`src/hdl/rscc_pkg.sv`:
```
`timescale 1ns / 1ps

package rscc_pkg;

    // Store sides; one memory word holds one row of pixels.
    localparam int MAX_GRID  = 32;
    localparam int MAX_STAMP = 32;
    localparam int ROW_AW    = $clog2(MAX_GRID);
    localparam int SIZE_W    = 6;

    // Operation codes of an input beat.
    localparam logic [1:0] OP_LOAD_TARGET = 2'd0;
    localparam logic [1:0] OP_LOAD_STAMP  = 2'd1;
    localparam logic [1:0] OP_CHECK       = 2'd2;

    // Configuration register indexes.
    localparam logic REG_GRID_SIZE  = 1'b0;
    localparam logic REG_STAMP_SIZE = 1'b1;

    typedef logic [MAX_GRID-1:0] row_t;

    // Commands from the controller to the datapath.
    typedef struct packed {
        logic init_clear;
        logic clear_row;
        logic init_scan;
        logic step_i;
        logic rewind_i;
        logic paint_row;
        logic next_place;
        logic init_cmp;
        logic cmp_row;
        logic emit;
    } rscc_cmd_t;

    // Status from the datapath to the controller.
    typedef struct packed {
        logic i_last_clear;
        logic i_last_k;
        logic i_last_n;
        logic fit_bad;
        logic place_last;
        logic skip_scan;
        logic grid_zero;
        logic out_busy;
    } rscc_sts_t;

endpackage

```
`src/hdl/rscc_ctrl.sv`:
```
`timescale 1ns / 1ps

module rscc_ctrl
    import rscc_pkg::*;
(
    input  logic       clk,
    input  logic       rst_n,
    input  logic       in_valid,
    input  logic [1:0] operation,
    output logic       in_stall,
    input  rscc_sts_t  sts,
    output rscc_cmd_t  cmd
);

    localparam logic [3:0] ST_IDLE     = 4'd0;
    localparam logic [3:0] ST_CLEAR    = 4'd1;
    localparam logic [3:0] ST_FIT_RD   = 4'd2;
    localparam logic [3:0] ST_FIT_CHK  = 4'd3;
    localparam logic [3:0] ST_PAINT_RD = 4'd4;
    localparam logic [3:0] ST_PAINT_WR = 4'd5;
    localparam logic [3:0] ST_CMP_RD   = 4'd6;
    localparam logic [3:0] ST_CMP_CHK  = 4'd7;
    localparam logic [3:0] ST_DONE     = 4'd8;

    logic [3:0] state_reg;
    logic [3:0] state_next;

    assign in_stall = (state_reg != ST_IDLE);

    // Sequencing of clear, fit test, paint and final compare.
    always_comb
    begin
        cmd        = '0;
        state_next = state_reg;
        unique case (state_reg)
            ST_IDLE:
            begin
                if (in_valid && operation == OP_CHECK)
                begin
                    cmd.init_clear = 1'b1;
                    state_next     = ST_CLEAR;
                end
            end
            ST_CLEAR:
            begin
                cmd.clear_row = 1'b1;
                if (!sts.i_last_clear)
                begin
                    cmd.step_i = 1'b1;
                end
                else if (sts.grid_zero)
                begin
                    cmd.init_cmp = 1'b1;
                    state_next   = ST_DONE;
                end
                else if (sts.skip_scan)
                begin
                    cmd.init_cmp = 1'b1;
                    state_next   = ST_CMP_RD;
                end
                else
                begin
                    cmd.init_scan = 1'b1;
                    state_next    = ST_FIT_RD;
                end
            end
            ST_FIT_RD:
            begin
                state_next = ST_FIT_CHK;
            end
            ST_FIT_CHK:
            begin
                if (sts.fit_bad)
                begin
                    if (sts.place_last)
                    begin
                        cmd.init_cmp = 1'b1;
                        state_next   = ST_CMP_RD;
                    end
                    else
                    begin
                        cmd.next_place = 1'b1;
                        state_next     = ST_FIT_RD;
                    end
                end
                else if (sts.i_last_k)
                begin
                    cmd.rewind_i = 1'b1;
                    state_next   = ST_PAINT_RD;
                end
                else
                begin
                    cmd.step_i = 1'b1;
                    state_next = ST_FIT_RD;
                end
            end
            ST_PAINT_RD:
            begin
                state_next = ST_PAINT_WR;
            end
            ST_PAINT_WR:
            begin
                cmd.paint_row = 1'b1;
                if (!sts.i_last_k)
                begin
                    cmd.step_i = 1'b1;
                    state_next = ST_PAINT_RD;
                end
                else if (sts.place_last)
                begin
                    cmd.init_cmp = 1'b1;
                    state_next   = ST_CMP_RD;
                end
                else
                begin
                    cmd.next_place = 1'b1;
                    state_next     = ST_FIT_RD;
                end
            end
            ST_CMP_RD:
            begin
                state_next = ST_CMP_CHK;
            end
            ST_CMP_CHK:
            begin
                cmd.cmp_row = 1'b1;
                if (sts.i_last_n)
                begin
                    state_next = ST_DONE;
                end
                else
                begin
                    cmd.step_i = 1'b1;
                    state_next = ST_CMP_RD;
                end
            end
            ST_DONE:
            begin
                if (!sts.out_busy)
                begin
                    cmd.emit   = 1'b1;
                    state_next = ST_IDLE;
                end
            end
            default:
            begin
                state_next = ST_IDLE;
            end
        endcase
    end

    always_ff @(posedge clk or negedge rst_n)
    begin
        if (!rst_n)
        begin
            state_reg <= ST_IDLE;
        end
        else
        begin
            state_reg <= state_next;
        end
    end

endmodule

```
`config.mk`:
```
export PLATFORM = sky130hd
export DESIGN_NAME = rscc_ctrl
export DESIGN_NICKNAME = d
export VERILOG_FILES = /design/src/hdl/rscc_pkg.sv /design/src/hdl/rscc_ctrl.sv
export SDC_FILE = /design/constraint.sdc
export NUM_CORES = 1
export LEC_CHECK = 0
export CORE_AREA = 2 2 39 41
export CTS_CLUSTER_SIZE = 16
export DETAILED_ROUTE_END_ITERATION = 8
export DIE_AREA = 0 0 41 43
export DONT_BUFFER_PORTS = 1
export HOLD_SLACK_MARGIN = 0.15
export PLACE_DENSITY = 0.51
export SYNTH_ARGS = -nofsm -noshare
export SYNTH_HDL_FRONTEND = slang
export SYNTH_SLANG_ARGS = --single-unit
export TNS_END_PERCENT = 50
```
`constraint.sdc`:
```
create_clock -name clk -period 3.5 [get_ports clk]
set_input_delay 0.7 -clock clk [delete_from_list [all_inputs] [get_ports clk]]
set_output_delay 0.7 -clock clk [all_outputs]
set_load 0.1 [all_outputs]
```
======== Word level (Yosys, flattened, before mapping) ========
Index checks and enable logic that the tools add are counted.
storage, ports and cells
  logic and storage cells ................. 54
  output and inout port bits .............. 11
  register bits ........................... 4
operators by class
  multiplexer cells ....................... 37
  reductions and logical operators ........ 4
  equal/unequal tests ..................... 12
operators with widths
  cell                                                  number
  case mux 4 bit (9 select lines)                       1
  2-to-1 mux 4 bit                                      7
  2-to-1 mux 1 bit                                      19
  equality test 4 x 3 -> 1 bit (second input constant)  4
  2-to-1 mux 3 bit                                      3
  equality test 4 x 2 -> 1 bit (second input constant)  2
  2-to-1 mux 2 bit                                      4
  inequality test 2 bit (second input constant)         3
  equality test 4 x 1 -> 1 bit (second input constant)  1
  equality test 4 bit (second input constant)           1
  zero test 4 bit                                       1
  case mux 1 bit (4 select lines)                       1
  nonzero test 4 bit                                    1
  case mux 1 bit (3 select lines)                       1
  AND reduction 3 bit                                   1
  equality test 2 bit (second input constant)           1
  case mux 1 bit (2 select lines)                       1
  logical AND 1 bit                                     1

======== Logic depth before layout (Yosys ltp) ========
  depth in word-level cells ............... 4
  gate-level depth with buffers ........... 4
  gate-level depth less buffers ........... 3

======== Worst setup path after synthesis ========
OpenSTA, ideal clock, no wires.
  path type ............................... register to output
  start ................................... reg state_reg[3]
  end ..................................... out cmd[7] (netlist bit)
  data required time ...................... 2800 ps
  data arrival time ....................... 4592 ps
  setup slack ............................. -1792 ps
  stages on the path, launching flop included .. 5
  cells stage by stage .................... dfrtp_1 -> buf_6 -> nor4b_2 -> nand2_1 -> nor3_1
RTL lines
  item                    RTL line          source
  start, declared         rscc_ctrl.sv:25   logic [3:0] state_reg;
  start signal, assigned  rscc_ctrl.sv:160  state_reg <= state_next;
  end, declared           rscc_ctrl.sv:12   output rscc_cmd_t cmd

==> impl_metrics.tcl <==
set metrics [dict create \
    cts_resized 0 \
    die_w_um 41 \
    largest_register_ff_count 4 \
    first_iter_violations 9 \
    syn_nets 75 \
    cp_max_fo 16 \
    io_buffers 0 \
    worst-path-buf-inv 2 \
    wl_um 1160 \
    rows 14 \
    cp.arrival_ns 2.10 \
    rrSetupSlack_ns 1.93 \
    drv_slew 0 \
    setup_tns_ns 0 \
    hold_viol_final 0 \
    die_h_um 43 \
    dieArea_um2 1760 \
    place_congestion 0.784 \
    cts.sinks 4 \
    period_needed_ns 2.80 \
    grt.overflow.total 0 \
    synthCells 62 \
    htreeDepth 1 \
    fin_skew_ns 0.000737 \
    post_cts_buffers 0 \
    grt_usage_pct 16.6 \
    firstDrtPassIters 4 \
    r2r-start "state_reg[1]$_DFFE_PN0P_" \
    required_ns 2.80 \
    synthAdderAreaFrac_pct 0 \
    synthMostInstantiatedCell "nor2_1" \
    outcome "completed" \
    cts_tree "built" \
    cp-start-kind "flip-flop" \
    hold_end "state_reg[0]$_DFFE_PN0P_" \
    yosys.area.top_type "dfrtp_1" \
    dr_wl_met3_um 84 \
    netlist_top_cells_area "dfrtp_1 22%, nand2b_1 5.4%, o21ai_0 5.4%, nor2_1 4.9%, nor3_1 4.4%" \
    fin_crit_sh_pct 80.1 \
    final_core_util_pct 50.4 \
    nNetsFinal 88 \
    ant_nets 0 \
    hold_start "sts[7]" \
    wl_met1_um 502 \
    critPathKind "reg2out" \
    clkLatencyLatePin_ns 0.23 \
    antenna_found_initial 0 \
    path_cells "or4_1 -> buf_4 -> nor3_2 -> clkbuf_16" \
    grt_max_degree 18 \
    cts_buffers 3 \
    n_fill_cell 130 \
    drive_above_1_share_pct 32.9 \
    cap_viol_max_count 0 \
    synth_edf_count 0 \
    ys_top_cells_by_count "6 x nor2_1, 5 x nand2_1, 5 x o21ai_0" \
    drc_errors 0 \
    rsz0062_at_grt "no" \
    holdPathStages 1 \
    place_area_um2 664 \
    ys_types 30 \
    cpPeakStageDelay_ns 0.57 \
    dp_hpwl_um 924 \
    cp-end-kind "output pin" \
    maxSlewHeadroom_pct 63.0 \
    grt_pass1_wl_um 1990 \
    vias 496 \
    cts_max_path_buffers 2 \
    timing.hold.ws_ns 0.574 \
    ios 24 \
    rr_endpoint "state_reg[0]$_DFFE_PN0P_" \
    synth_seq_cells 4 \
    r2r_cells 4 \
    synthArstFlopShare_pct 100 \
    clkTransAtPathRegs_ns 0.04 \
    synth-xor-area-share_pct 0 \
    fin_area_um2 697 \
    highest_layer "met3" \
    core_um2 1380 \
    fmax_ghz 0.357 \
    yosysWarnings 0 \
    area_delta_synth_final_pct 51.8 \
    via_per_inst 5.57 \
    yosysSeqAreaShare_pct 21.8 \
    worstMarginPinSlew_ns 0.555 \
    syn_area_per_cell_um2 7.41 \
    cp_slowest_cell "dfrtp_1" \
    holdCritPathClass "in2reg" \
    syn_area_um2 459 \
    synth-simple-area-share_pct 44.1 \
    synth_ff_type "dfrtp_1" \
    grt_pass1_vias 465 \
    synthMuxAreaShare_pct 0 \
    crit_family "simple AND/OR/NAND/NOR gates" \
    synth_top_family_by_area "simple AND/OR/NAND/NOR gates" \
    synth_compound_area_share_pct 25.9 \
    synth_top_cell_area_share_pct 21.8 \
    start_util_pct 33.2 \
    cts-root-buf "clkbuf_4" \
    wl_per_cell_um 13.0 \
    setup_viol 0 \
    wl_met2_um 569 \
    antenna_cells 0 \
]
[per-layer routing]
layer,vias to the layer above,GRT usage [%]
li1,247,-
met1,231,22.8
met2,18,24.1
met3,0,4.71
met4,0,6.00
met5,-,0
[final cells by class]
| class | instances | area [um2] | area share (%) |
|---|---|---|---|
| Timing Repair Buffer | 12 | 153 | 21.9 |
| Sequential cell | 4 | 100 | 14.4 |
| Tap cell | 16 | 20.0 | 2.87 |
| Multi-Input combinational cell | 51 | 390 | 56.0 |
| Clock buffer | 3 | 22.5 | 3.23 |
| Inverter | 3 | 11.3 | 1.62 |
[kinds of logic (layout without fill, tap and decap cells)]
group	count (synthesis)	in the layout
AOI/OAI and AO/OA	16	16
and+or+nand+nor	35	35
buffers and inverters	7	18
DFF	4	4
[through the flow]
| stage | cells | worst slack [ns] |
|---|---|---|
| after global placement | 85 | 0.954 |
| after CTS | 88 | 0.687 |
| final | 89 | 0.698 |
| after global routing | 89 | 0.581 |
| after detailed placement | 85 | 0.939 |
| after floorplan | 62 | -0.861 |
[worst max-delay path by stage]
stage / start / end / slack (ns) / cells past startpoint
6_report: state_reg[1]$_DFFE_PN0P_ / cmd[9] / 0.70 / 4
5_1_grt: state_reg[1]$_DFFE_PN0P_ / cmd[2] / 0.58 / 5
4_1_cts: state_reg[1]$_DFFE_PN0P_ / cmd[9] / 0.69 / 4
3_5_place_dp: state_reg[1]$_DFFE_PN0P_ / cmd[9] / 0.94 / 4
3_3_place_gp: state_reg[1]$_DFFE_PN0P_ / cmd[9] / 0.95 / 4
2_1_floorplan: state_reg[3]$_DFFE_PN0P_ / cmd[9] / -0.86 / 3
[cells in the final DEF (no fill, tap or decap), types with 2 or more instances in the layout]
master,instances
clkbuf_16,2
nand3b_1,2
buf_12,2
nand2b_1,4
clkbuf_4,3
nor2_1,4
o21ai_0,5
nor2_2,2
dfrtp_1,4
and3_1,2
and2_1,3
nor3_1,2
nand2_1,5
nor2b_1,2
inv_1,3
buf_4,7
[what timing repair did]
| action | in CTS | in global routing |
|---|---|---|
| hold buffers | 0 | 1 |
| hold endpoints to repair | 0 | 4 |
| endpoints found under the setup margin | 0 | 0 |
Power is not shown: default switching activity piles up to over one toggle a cycle in this logic, so the estimate is an artifact.
